===== src/sv/fpnm_pkg.sv =====
// shared types for the fixed point neuron multiply-accumulate
`timescale 1ns / 1ps

package fpnm_pkg;

    // control that moves one word from the input register into the accumulator
    typedef struct packed {
        logic fire;
        logic last;
    } t_step;

endpackage


===== src/sv/fpnm_product.sv =====
// product of activation and weight with range check and floor shift
`timescale 1ns / 1ps

module fpnm_product #(
    parameter int DATA_BITS = 16,
    parameter int FRAC_BITS = 5
) (
    input  logic signed [DATA_BITS-1:0] i_activation,
    input  logic signed [DATA_BITS-1:0] i_weight,
    output logic signed [DATA_BITS-1:0] o_term,
    output logic                        o_overflow
);

    localparam int PROD_W = 2 * DATA_BITS;
    localparam int EXT_W  = 2 * DATA_BITS + FRAC_BITS + 1;
    localparam logic signed [EXT_W-1:0] P_LIM = EXT_W'(1) << (DATA_BITS - 1 + FRAC_BITS);
    localparam logic signed [EXT_W-1:0] N_LIM = -P_LIM;

    logic signed [PROD_W-1:0] prod;
    logic signed [EXT_W-1:0]  prod_ext;
    logic signed [PROD_W-1:0] prod_shr;

    assign prod       = i_activation * i_weight;
    assign prod_ext   = EXT_W'(prod);
    assign prod_shr   = prod >>> FRAC_BITS;
    assign o_term     = prod_shr[DATA_BITS-1:0];
    assign o_overflow = (prod_ext >= P_LIM) || (prod_ext <= N_LIM);

endmodule


===== src/sv/fpnm_accum.sv =====
// accumulator and sticky overflow flag, bias add on the last term
`timescale 1ns / 1ps

module fpnm_accum #(
    parameter int DATA_BITS = 16
) (
    input  logic                        i_clk,
    input  logic                        i_rst_n,
    input  fpnm_pkg::t_step             i_step,
    input  logic signed [DATA_BITS-1:0] i_term,
    input  logic                        i_term_ovf,
    input  logic signed [DATA_BITS-1:0] i_bias,
    output logic signed [DATA_BITS-1:0] o_value,
    output logic                        o_overflow
);

    localparam int SUM_W = DATA_BITS + 1;
    localparam logic signed [SUM_W-1:0] S_LIM = SUM_W'(1) << (DATA_BITS - 1);
    localparam logic signed [SUM_W-1:0] N_LIM = -S_LIM;

    logic signed [DATA_BITS-1:0] r_acc, n_acc;
    logic                        r_seen, n_seen;

    logic signed [SUM_W-1:0]     sum_term;
    logic signed [SUM_W-1:0]     sum_bias;
    logic                        sum_term_ovf;
    logic                        sum_bias_ovf;
    logic signed [DATA_BITS-1:0] acc_mid;
    logic                        seen_mid;
    logic                        seen_end;

    assign sum_term     = SUM_W'(r_acc) + SUM_W'(i_term);
    assign sum_term_ovf = (sum_term >= S_LIM) || (sum_term <= N_LIM);
    assign seen_mid     = r_seen || i_term_ovf || sum_term_ovf;
    assign acc_mid      = seen_mid ? r_acc : sum_term[DATA_BITS-1:0];

    assign sum_bias     = SUM_W'(acc_mid) + SUM_W'(i_bias);
    assign sum_bias_ovf = (sum_bias >= S_LIM) || (sum_bias <= N_LIM);
    assign seen_end     = seen_mid || sum_bias_ovf;

    assign o_overflow   = seen_end;
    assign o_value      = seen_end ? '0 : sum_bias[DATA_BITS-1:0];

    always_comb begin
        n_acc  = r_acc;
        n_seen = r_seen;
        if (i_step.fire) begin
            if (i_step.last) begin
                n_acc  = '0;
                n_seen = 1'b0;
            end else begin
                n_acc  = acc_mid;
                n_seen = seen_mid;
            end
        end
    end

    always_ff @(posedge i_clk) begin
        if (!i_rst_n) begin
            r_acc  <= '0;
            r_seen <= 1'b0;
        end else begin
            r_acc  <= n_acc;
            r_seen <= n_seen;
        end
    end

endmodule


===== src/sv/fixed_point_neuron_mac.sv =====
// top level of the fixed point neuron multiply-accumulate
`timescale 1ns / 1ps

// One neuron of a fully connected layer in signed fixed point. Each word on the
// slave stream carries an activation, a weight and a bias; tlast marks the
// final term of the neuron, and only then is the bias added. Each term's
// product is range checked, floor shifted by FRAC_BITS and added to a
// DATA_BITS accumulator with a range check. A word on the master stream is
// sent for each last term only: tdata holds the neuron value and tuser the
// sticky overflow flag; the value is 0 when the flag is set.
// A word is registered on input, worked out in one pass of the
// multiplier and two adders, and lands in the output register.
// Throughput: one word per cycle unless a stalled result holds a last term,
// set by the single multiply-add pass against the accumulator register.
// Reset (synchronous, active low) clears the accumulator, the flag and both
// valid registers. When the master side stalls with a result waiting, a
// following last term holds in the input register; terms that are not last
// still pass into the accumulator, and the slave side fills only when both
// registers are held.
module fixed_point_neuron_mac #(
    parameter int DATA_BITS = 16,
    parameter int FRAC_BITS = 5,
    localparam int IN_W  = ((3 * DATA_BITS + 7) / 8) * 8,
    localparam int OUT_W = ((DATA_BITS + 7) / 8) * 8
) (
    input  logic                 i_clk,
    input  logic                 i_rst_n,
    input  logic                 i_s_axis_tvalid,
    output logic                 o_s_axis_tready,
    // activation, weight, bias from bit 0 up, zero padded to bytes
    input  logic [IN_W-1:0]      i_s_axis_tdata,
    input  logic                 i_s_axis_tlast,
    output logic                 o_m_axis_tvalid,
    input  logic                 i_m_axis_tready,
    // neuron_value from bit 0, zero padded to bytes
    output logic [OUT_W-1:0]     o_m_axis_tdata,
    // overflow
    output logic                 o_m_axis_tuser
);

    logic                        r_in_valid, n_in_valid;
    logic signed [DATA_BITS-1:0] r_act;
    logic signed [DATA_BITS-1:0] r_wgt;
    logic signed [DATA_BITS-1:0] r_bias;
    logic                        r_last;

    logic                        r_out_valid, n_out_valid;
    logic signed [DATA_BITS-1:0] r_out_value;
    logic                        r_out_ovf;

    logic                        out_free;
    logic                        in_take;
    fpnm_pkg::t_step             step;

    logic signed [DATA_BITS-1:0] term;
    logic                        term_ovf;
    logic signed [DATA_BITS-1:0] res_value;
    logic                        res_ovf;

    assign out_free  = !r_out_valid || i_m_axis_tready;
    assign step.fire = r_in_valid && (!r_last || out_free);
    assign step.last = r_last;
    assign o_s_axis_tready = !r_in_valid || step.fire;
    assign in_take   = i_s_axis_tvalid && o_s_axis_tready;

    always_comb begin
        n_in_valid = r_in_valid;
        if (in_take) begin
            n_in_valid = 1'b1;
        end else if (step.fire) begin
            n_in_valid = 1'b0;
        end
    end

    always_comb begin
        n_out_valid = r_out_valid;
        if (step.fire && r_last) begin
            n_out_valid = 1'b1;
        end else if (i_m_axis_tready) begin
            n_out_valid = 1'b0;
        end
    end

    always_ff @(posedge i_clk) begin
        if (!i_rst_n) begin
            r_in_valid  <= 1'b0;
            r_out_valid <= 1'b0;
        end else begin
            r_in_valid  <= n_in_valid;
            r_out_valid <= n_out_valid;
        end
    end

    always_ff @(posedge i_clk) begin
        if (in_take) begin
            r_act  <= i_s_axis_tdata[DATA_BITS-1:0];
            r_wgt  <= i_s_axis_tdata[2*DATA_BITS-1:DATA_BITS];
            r_bias <= i_s_axis_tdata[3*DATA_BITS-1:2*DATA_BITS];
            r_last <= i_s_axis_tlast;
        end
        if (step.fire && r_last) begin
            r_out_value <= res_value;
            r_out_ovf   <= res_ovf;
        end
    end

    fpnm_product #(
        .DATA_BITS(DATA_BITS),
        .FRAC_BITS(FRAC_BITS)
    ) u_product (
        .i_activation(r_act),
        .i_weight    (r_wgt),
        .o_term      (term),
        .o_overflow  (term_ovf)
    );

    fpnm_accum #(
        .DATA_BITS(DATA_BITS)
    ) u_accum (
        .i_clk     (i_clk),
        .i_rst_n   (i_rst_n),
        .i_step    (step),
        .i_term    (term),
        .i_term_ovf(term_ovf),
        .i_bias    (r_bias),
        .o_value   (res_value),
        .o_overflow(res_ovf)
    );

    assign o_m_axis_tvalid = r_out_valid;
    assign o_m_axis_tdata  = OUT_W'($unsigned(r_out_value));
    assign o_m_axis_tuser  = r_out_ovf;

    // overflowed neuron reports zero
    a_ovf_zero: assert property (@(posedge i_clk) disable iff (!i_rst_n)
        (o_m_axis_tvalid && o_m_axis_tuser) |-> (r_out_value == '0))
        else $error("overflow result with nonzero value");

    // clean result never reaches the most negative code
    a_range: assert property (@(posedge i_clk) disable iff (!i_rst_n)
        (o_m_axis_tvalid && !o_m_axis_tuser) |->
        (r_out_value != {1'b1, {(DATA_BITS-1){1'b0}}}))
        else $error("result out of symmetric range");

    // last term always leaves a result word behind
    a_last_out: assert property (@(posedge i_clk) disable iff (!i_rst_n)
        (step.fire && r_last) |=> r_out_valid)
        else $error("last term produced no result");

    // held input word is not lost while the output stalls
    a_in_hold: assert property (@(posedge i_clk) disable iff (!i_rst_n)
        (r_in_valid && !step.fire) |=> (r_in_valid && $stable(r_last)))
        else $error("held input word dropped");

endmodule

===== config.mk =====
export PLATFORM = sky130hd
export DESIGN_NAME = fixed_point_neuron_mac
export DESIGN_NICKNAME = d
export VERILOG_FILES = /design/src/sv/fpnm_pkg.sv /design/src/sv/fpnm_product.sv /design/src/sv/fpnm_accum.sv /design/src/sv/fixed_point_neuron_mac.sv
export SDC_FILE = /design/constraint.sdc
export NUM_CORES = 1
export LEC_CHECK = 0
export BUFFER_PORTS_ARGS = -buffer_cell sky130_fd_sc_hd__buf_4
export CORE_UTILIZATION = 60
export CTS_CLUSTER_SIZE = 30
export DETAILED_ROUTE_END_ITERATION = 8
export PLACE_DENSITY = 0.83
export SETUP_SLACK_MARGIN = 0.4
export SKIP_LAST_GASP = 1
export SLEW_MARGIN = 20
export SYNTH_ARGS = -nofsm -noshare
export SYNTH_HDL_FRONTEND = slang
export SYNTH_HIERARCHICAL = 1
export SYNTH_SLANG_ARGS = --single-unit

===== constraint.sdc =====
create_clock -name i_clk -period 12.51 [get_ports i_clk]
set_input_delay 3.753 -clock i_clk [delete_from_list [all_inputs] [get_ports i_clk]]
set_output_delay 3.753 -clock i_clk [all_outputs]
set_load 0.01 [all_outputs]

==> results of run 1 <==
[routing by layer]
layer,part of all wire,vias to the layer above
met5,0,-
met4,0.026,0
met3,0.065,73
met2,0.50,465
met1,0.41,5517
li1,-,4946
[tightest hold or removal path: cells and delay by family, from the launching register on]
family / cells / cell delay [ns]
flip-flops: 1 / 0.32
AND/OR/NAND/NOR: 1 / 0.07
AO/OA/AOI/OAI: 1 / 0.05
[placed cells by master, fill, tap and decap left out, types with 12 or more instances in the layout]
| cell | netlist | final |
|---|---|---|
| nor2_1 | 49 | 49 |
| o21ai_0 | 26 | 26 |
| nand2_1 | 160 | 160 |
| a21oi_1 | 50 | 50 |
| ha_1 | 115 | 115 |
| xnor2_1 | 40 | 40 |
| buf_4 | 2 | 79 |
| nand3_1 | 17 | 17 |
| and2_1 | 127 | 126 |
| edfxtp_1 | 66 | 66 |
| fa_1 | 264 | 264 |
| dfxtp_1 | 19 | 19 |
| inv_1 | 316 | 316 |
| nand2b_1 | 12 | 12 |
| a21o_1 | 17 | 17 |
| xor2_1 | 18 | 18 |
[per-stage QoR]
step	utilization	hold slack [ns]	area, um2
after floorplan	-	0.4520	14890
after global placement	0.6434	0.4720	15650
after detailed placement	0.6434	0.4813	15650
after CTS	0.6547	0.4914	15920
after global routing	0.6567	0.5150	15970
final	0.6567	0.4907	15970
[timing repair]
action / CTS / global route
setup buffers: 0 / 5
resized for setup: 0 / 0
endpoints found under the setup margin: 0 / 11
[registers in the layout, summed over array words and instances, names as in the netlist]
| register | flops |
|---|---|
| r_act | 16 |
| o_m_axis_tuser | 1 |
| r_last | 1 |
| u_accum/r_acc | 16 |
| u_accum/r_seen | 1 |
| o_m_axis_tvalid | 1 |
| o_m_axis_tdata | 16 |
| r_in_valid | 1 |
| r_bias | 16 |
| r_wgt | 16 |
[layout make-up]
| class | count | area, um2 | area share |
|---|---|---|---|
| multi-input combinational | 1087 | 11130 | 0.6968 |
| timing repair buffer | 80 | 613.1 | 0.03839 |
| clock inverter | 7 | 50.05 | 0.003134 |
| sequential | 85 | 2362 | 0.1479 |
| inverter | 316 | 1186 | 0.07427 |
| clock buffer | 9 | 225.2 | 0.01410 |
| tap | 324 | 405.4 | 0.02538 |
[worst max path at each step]
stage          cells past startpoint                           to  slack [ns]
2_1_floorplan                     40     o_m_axis_tuser$_DFFE_PP_        2.40
3_3_place_gp                      36     o_m_axis_tuser$_DFFE_PP_        1.10
3_5_place_dp                      35     o_m_axis_tuser$_DFFE_PP_        0.87
4_1_cts                           36  o_m_axis_tdata[2]$_DFFE_PP_        0.80
5_1_grt                           39  o_m_axis_tdata[0]$_DFFE_PP_        0.55
6_report                          37  o_m_axis_tdata[2]$_DFFE_PP_        1.11
[kinds of logic after synthesis]
family | count (synthesis) | share of synthesized area
flops | 85 | 0.1587
mux | 14 | 0.01185
buf+inv | 365 | 0.09438
xor+xnor | 60 | 0.03631
compound gates | 198 | 0.09530
simple gates | 436 | 0.1519
fa+ha+maj | 379 | 0.4516
==> metrics, run 1 <==
Synthesized Nets just under 2k; Post-synth top cells inv_1 (316), fa_1 (264), nand2_1 (160); Die W 159.5 um; initial antenna violation count 0; number of DRC markers in iteration 0 ~940; hold endpoint u_accum/r_acc[3]$_SDFFE_PN0P_; Die Y-Extent 159.5 um; via density per instance ~5.8; GRT overflow 0; max-cap violations 0; first-pass iteration count of the detailed router 5; Site Rows between 50 and 60; post-synthesis register bit count between 80 and 90; Synth top area share 0.3550; CP top delay family adder cells; warnings from Yosys 6; worst min-delay path startpoint u_accum/r_acc[3]$_SDFFE_PN0P_; CTS buffer count 9; clk sinks 85; R2R cell count 37; cell area after synthesis 0.01489 mm2; Reg-to-Reg Start r_wgt[10]$_DFFE_PP_; Clock Pin Slew Worst Setup and Hold Paths around 0.070 ns; synth unique cells 82; mean post-synth cell area 9.686 um2; hpwl dp slightly below 30 mm; P&R area growth vs syn 7.278%; CTS Hold Bufs 0; CP bufs+invs 5; outcome finished clean; CP Class reg2reg; Hold Crit Depth 2; crit-path max cell delay between 0.6 and 0.7 ns; largest net degree at the start of global routing 38; Setup violations, final 0; vias in the first global route about 12k; GR peak layer met2; RSZ-0062 raised after global routing false; Routed Antenna Nets 0; fin crit period ~11 ns; Diodes inserted 0; crit-path max FO 16; Total GRT Usage 0.2955; Synth Flop Type edfxtp_1; Post-synth EDFFs 66; Rel. slew slack 0.5020; Total Routed Length between 30 and 40 mm; Max Slew Vio Count 0; CP Launch Type flop; Synth async-reset ratio 0; drt drc 0; Starting Density 0.6122; crit-path most repeated cell fa_1; grt met1 use 0.3959; worst min path class reg2reg; Syn Inst Count approximately 1.5k; die footprint approximately 0.025 mm2; H-tree depth 3; synth top area cells fa_1 (35%), edfxtp_1 (13%), ha_1 (9.7%); Max Fclk a little under 90 MHz; Routability Congestion 0.9834; Post-Place Cells 1887; num ports 72; Port Buffers slightly above 70; reg-to-reg slack, setup ~1.1 ns; share of cells above drive strength 1 0.08838; clk_skew approximately 0.012 ns; Core Box Area approximately 0.024 mm2; Nets between 2k and 2.5k; detailed-route via count ~11k; Setup TNS 0 ns; Worst Path Arrival roughly 12 ns; Root Buffer clkbuf_16; clock buffer depth 2; WL/cell roughly 19 um; top-count cell post-synth inv_1; Slew @ Worst Pin 0.7469 ns; Setup crit start r_wgt[10]$_DFFE_PP_; CP max stage cell edfxtp_1; first-pass GRT wire length between 50 and 60 mm; critical path endpoint category flop; Global Route met3 Usage 0.04428; Clock Latency Late Sink ~0.35 ns; CTS tree done; fin crit share 0.9114; cell taking the most area after synthesis fa_1; post-synthesis sequential area ratio 0.1587; # fillers ~1.8k; met2 Usage GRT 0.4948; fin cells 1908; worst endpoint required time ~13 ns; final hold vios 0; setup ws final 1.109 ns; Place WS 0.8739 ns; reg-to-reg endpoint o_m_axis_tdata[2]$_DFFE_PP_
Power of run 1 is left out: the tool's default activity adds up to more than one toggle a clock period on the data nets, which glitch-free logic cannot reach.
==> run 2, diff against run 1 <==
--- a/config.mk
+++ b/config.mk
@@ -6,6 +6,7 @@
 export NUM_CORES = 1
 export LEC_CHECK = 0
 export BUFFER_PORTS_ARGS = -buffer_cell sky130_fd_sc_hd__buf_4
+export CORE_ASPECT_RATIO = 2
 export CORE_UTILIZATION = 60
 export CTS_CLUSTER_SIZE = 30
 export DETAILED_ROUTE_END_ITERATION = 8
@@ -15,5 +16,4 @@
 export SLEW_MARGIN = 20
 export SYNTH_ARGS = -nofsm -noshare
 export SYNTH_HDL_FRONTEND = slang
-export SYNTH_HIERARCHICAL = 1
 export SYNTH_SLANG_ARGS = --single-unit
==> metrics, run 2 <==
outcome finished clean; drt drc 0; Slew @ Worst Pin roughly 0.8 ns; Clock Pin Slew Worst Setup and Hold Paths about 0.07 ns; commonest non-fill, non-tap cells in the layout inv_1 (351), fa_1 (264), nand2_1 (194); post-synthesis register bit count 85; Port Buffers between 70 and 80; Die Y-Extent roughly 220 um; top-count cell post-synth inv_1; crit-path most repeated cell fa_1; crit-path max FO 9; hpwl dp approximately 30 mm; synth unique cells 79; mean post-synth cell area 9.318 um2; Routed Antenna Nets 0; WL/cell between 15 and 20 um; Post-synth EDFFs 66; post-synthesis sequential area ratio 0.1586; initial antenna violation count 0; clock buffer depth 2; final hold vios 0; share of cells above drive strength 1 0.09840; synth top area cells fa_1 (35%), edfxtp_1 (13%), ha_1 (9.6%); Max Fclk approximately 86 MHz; Final Core Density 0.6697; fin crit period ~12 ns; Core Box Area 0.02442 mm2; Synth top area share 0.3549; Total Routed Length between 30 and 40 mm; worst min path class reg2reg; Syn Inst Count around 1.6k; Setup violations, final 0; clk_skew 0.01546 ns; placed cell area ~0.016 mm2; CP max stage cell edfxtp_1; Synthesized Nets 2029; max-cap violations 0; Total GRT Usage 0.3038; Die W approximately 110 um; CP bufs+invs 4; # fillers 1824; Routability Congestion ~0.98; CP top delay family compound AO/OA/AOI/OAI gates; Synth Flop Type edfxtp_1; cell area after layout between 0.015 and 0.02 mm2; Max Slew Vio Count 0; CTS tree done; cell area after synthesis around 0.015 mm2; GRT overflow 0; clk sinks 85; die footprint 0.02549 mm2; CTS buffer count 9; critical path endpoint category flop; crit-path max cell delay approximately 0.6 ns; first-pass GRT wire length between 50 and 60 mm; Setup TNS 0 ns; P&R area growth vs syn 9.856%; Post-synth top cells inv_1 (351), fa_1 (264), nand2_1 (194); worst endpoint required time around 13 ns; Starting Density 0.6097; WHS just over 0.5 ns; RSZ-0062 raised after global routing false; warnings from Yosys 0; Root Buffer clkbuf_16; largest net degree at the start of global routing 50; CTS Hold Bufs 0; detailed-route via count ~11k; CP Class reg2reg; Nets approximately 2.1k; fin crit share 0.9258; CP Launch Type flop; num ports between 70 and 80; Clock Latency Late Sink 0.36 ns; Site Rows a little over 80; via density per instance between 5 and 6; vias in the first global route 12.68k; first-pass iteration count of the detailed router 5; Worst Path Arrival about 12 ns; Diodes inserted 0; H-tree depth 3; reg-to-reg slack, setup approximately 0.93 ns; cell taking the most area after synthesis fa_1; Rel. slew slack 0.4794; Synth async-reset ratio 0; most common cell after layout, fill and taps aside inv_1; number of DRC markers in iteration 0 684
## run 2: cell types whose count changed in the layout (fill, tap and decap cells not counted), sizes merged, moves of 7 or more
cell | before | now
nor3 | 10 | 19
buf | 80 | 116
inv | 317 | 353
nor2 | 54 | 72
nand2 | 160 | 194
mux2 | 8 | 1
o21ai | 32 | 50
and2 | 127 | 110
## run 2: routing by layer
layer / vias to the layer above / wire [um] / GRT usage
li1: 5215 / - / -
met1: 5647 / 12190 / 0.2945
met2: 432 / 20740 / 0.5856
met3: 167 / 1450 / 0.03880
met4: 0 / 2516 / 0.2020
met5: - / 0 / 0
## run 2: tightest hold or removal path, stage by stage, from the launching register on
cell and delay [ns]:
dfxtp_1 0.31, inv_1 0.07, o22ai_1 0.08
## run 2: area by class of cell
type / instances / area (um2) / share of cell area
clock buffers: 9 / 225.2 / 0.01377
clock inverters: 7 / 48.80 / 0.002983
inverters: 351 / 1318 / 0.08054
multi-input cells: 1118 / 11080 / 0.6771
flip-flops and latches: 85 / 2362 / 0.1444
well taps: 332 / 415.4 / 0.02539
repair buffers: 117 / 913.4 / 0.05584
## run 2: cells by family after synthesis
group | Yosys count | synth area share
AO/OA/AOI/OAI | 214 | 0.1017
multiplexers | 7 | 0.004790
adder cells (fa/ha/maj) | 378 | 0.4507
buffers and inverters | 396 | 0.1020
flip-flops | 85 | 0.1586
XOR/XNOR | 51 | 0.03000
AND/OR/NAND/NOR | 467 | 0.1522
## run 2: worst paths after layout
path,endpoint,start,depth (start not counted)
setup / recovery,o_m_axis_tdata[4]$_SDFFCE_PP0P_,r_wgt[1]$_DFFE_PP_,44
hold / removal,u_accum.r_acc[3]$_SDFFE_PN0P_,u_accum.r_acc[3]$_SDFFE_PN0P_,2
setup reg to reg,o_m_axis_tdata[4]$_SDFFCE_PP0P_,r_wgt[1]$_DFFE_PP_,44
hold reg to reg,u_accum.r_acc[3]$_SDFFE_PN0P_,u_accum.r_acc[3]$_SDFFE_PN0P_,2
## run 2: what timing repair did
action / CTS / global route
setup buffers: 0 / 42
setup endpoints to repair: 0 / 15
resized for setup: 0 / 6
## run 2: metrics by stage
step           setup slack, ns  instances
2_1_floorplan            1.945       1598
3_3_place_gp            0.9964       1960
3_5_place_dp            0.6157       1960
4_1_cts                 0.4906       1976
5_1_grt                 0.2989       2019
6_report                0.9279       2019
Power of run 2 is left out for the same reason.
==> run 3, diff against run 2 <==
--- a/config.mk
+++ b/config.mk
@@ -5,6 +5,7 @@
 export SDC_FILE = /design/constraint.sdc
 export NUM_CORES = 1
 export LEC_CHECK = 0
+export ABC_AREA = 1
 export BUFFER_PORTS_ARGS = -buffer_cell sky130_fd_sc_hd__buf_4
 export CORE_ASPECT_RATIO = 2
 export CORE_UTILIZATION = 60
==> metrics, run 3 <==
outcome finished clean; P&R area growth vs syn 6.370%; Synth top area share 0.3192; first-pass GRT wire length 71.48 mm; Starting Density 0.6130; initial antenna violation count 0; Clock Latency Late Sink 0.38 ns; Max Slew Vio Count 0; fin crit period about 11 ns; placed cell area 0.01727 mm2; Die W between 100 and 150 um; worst endpoint required time between 10 and 15 ns; Synth Area in XOR/XNOR 0.01322; vias in the first global route between 10k and 15k; critical path endpoint category flop; cell area after synthesis about 0.017 mm2; clk_skew 0.009916 ns; Root Buffer clkbuf_16; clock buffer depth 2; Total Routed Length roughly 44 mm; adder and majority gate portion of the synthesized area 0.4053; H-tree depth 3; cell taking the most area after synthesis fa_1; Clock Pin Slew Worst Setup and Hold Paths approximately 0.07 ns; fin crit share 0.8874; first-pass iteration count of the detailed router 6; Total GRT Usage 0.3321; max-cap violations 0; crit-path max cell delay around 0.69 ns; clk sinks 85; warnings from Yosys 0; Die Y-Extent between 200 and 250 um; num ports 72; setup ws final between 1 and 1.5 ns; Routability Congestion 0.9594; mux cell area share after synthesis 0; CP top delay family adder cells; GRT overflow 0; worst min path class reg2reg; largest net degree at the start of global routing 46; Diodes inserted 0; number of DRC markers in iteration 0 approximately 800; Resize count post-CTS 0; final hold vios 0; CP Class reg2reg; via density per instance approximately 5.4; most common cell after layout, fill and taps aside nand2_1; post-synthesis register bit count 85; Place WS between 1 and 1.5 ns; CTS tree done; CP max stage cell edfxtp_1; top-count cell post-synth nand2_1; Synth async-reset ratio 0; # fillers between 2k and 2.5k; Post-synth top cells nand2_1 (587), inv_1 (573), fa_1 (264); CTS buffer count 9; Slew @ Worst Pin 0.8349 ns; Syn Inst Count between 2k and 2.5k; Setup TNS 0 ns; crit-path max FO 17; Rel. slew slack 0.4434; RSZ-0062 raised after global routing false; Synth Flop Type edfxtp_1; Max Fclk between 90 and 100 MHz; Setup violations, final 0; Routed Antenna Nets 0; synth unique cells between 40 and 50; Synth Area in Compound Gates 0.04201; post-synthesis sequential area ratio 0.1427; crit-path most repeated cell nand2_1; share of cells above drive strength 1 0.08785; commonest non-fill, non-tap cells in the layout nand2_1 (587), inv_1 (572), fa_1 (264); synth top area cells fa_1 (32%), nand2_1 (13%), inv_1 (13%); R2R cell count 49; Site Rows 85; cell area after layout around 0.018 mm2; Core Box Area around 0.027 mm2; CP bufs+invs 10; drt drc 0; WP depth 49; Worst Path Arrival approximately 11 ns; Port Buffers around 70; main combinational cell family by area after synthesis adder cells; mean post-synth cell area roughly 7.6 um2; die footprint 0.02831 mm2; Nets 2624; reg-to-reg slack, setup 1.41 ns; Synthesized Nets around 2.6k; hpwl dp between 30 and 40 mm; CTS Hold Bufs 0; simple-gate share of the synthesized area 0.2463; detailed-route via count about 14k; Post-synth EDFFs 66; WL/cell ~17 um; Hold Crit Depth 2; CP Launch Type flop
## run 3: changes by cell type after synthesis, sizes merged, moves of 17 or more
| cell | before | now |
|---|---|---|
| nor2 | 72 | 116 |
| nand4 | 6 | 30 |
| a21oi | 47 | 70 |
| o22ai | 17 | 0 |
| xnor2 | 37 | 10 |
| nand2 | 194 | 609 |
| clkbuf | 34 | 59 |
| and2 | 110 | 19 |
| o21ai | 49 | 15 |
| nand3 | 11 | 108 |
| inv | 351 | 585 |
## run 3: per-stage QoR
step | std cells | utilization | hold WS [ns]
2_1_floorplan | 2165 | - | 0.4567
3_3_place_gp | 2523 | 0.6392 | 0.4781
3_5_place_dp | 2523 | 0.6392 | 0.4863
4_1_cts | 2538 | 0.6497 | 0.4960
5_1_grt | 2545 | 0.6521 | 0.5199
6_report | 2545 | 0.6521 | 0.4995
## run 3: path summary, 6_finish.rpt
| check | from | to |
|---|---|---|
| max | r_act[15]$_DFFE_PP_ | o_m_axis_tdata[11]$_SDFFCE_PP0P_ |
| min | u_accum.r_acc[15]$_SDFFE_PN0P_ | u_accum.r_acc[15]$_SDFFE_PN0P_ |
| min reg2reg | u_accum.r_acc[15]$_SDFFE_PN0P_ | u_accum.r_acc[15]$_SDFFE_PN0P_ |
| max reg2reg | r_act[15]$_DFFE_PP_ | o_m_axis_tdata[11]$_SDFFCE_PP0P_ |
## run 3: cell type report
| cell class | instances | area [um2] | share of cell area |
|---|---|---|---|
| flip-flops and latches | 85 | 2362 | 0.1341 |
| well taps | 348 | 435.4 | 0.02472 |
| clock buffers | 10 | 229.0 | 0.01300 |
| repair buffers | 82 | 628.1 | 0.03566 |
| multi-input cells | 1429 | 11710 | 0.6645 |
| clock inverters | 5 | 52.55 | 0.002983 |
| inverters | 586 | 2202 | 0.1250 |
## run 3: worst min-delay path, delay by kind of cell (launching register included)
| family | cells | cell delay, ns |
|---|---|---|
| and+or+nand+nor | 1 | 0.07 |
| AOI/OAI and AO/OA | 1 | 0.06 |
| DFF | 1 | 0.33 |
## run 3: cell families after synthesis
family                   count (synthesis)
AND/OR/NAND/NOR                        912
flip-flops                              85
AO/OA/AOI/OAI                          114
adder cells (fa/ha/maj)                378
buffers and inverters                  651
XOR/XNOR                                25
## run 3: what timing repair did
item                                    in CTS  in global routing
hold endpoints to repair                     0                  0
endpoints found under the setup margin       0                  1
buffers inserted                             0                  7
## run 3: per-layer routing
| metal | track usage | vias to the layer above | wire (um) |
|---|---|---|---|
| met1 | 0.3000 | 6567 | 13460 |
| li1 | - | 6429 | - |
| met4 | 0.2432 | 0 | 3483 |
| met5 | 0 | - | 0 |
| met2 | 0.6558 | 470 | 25420 |
| met3 | 0.03661 | 188 | 1468 |
Power of run 3 is left out for the same reason.
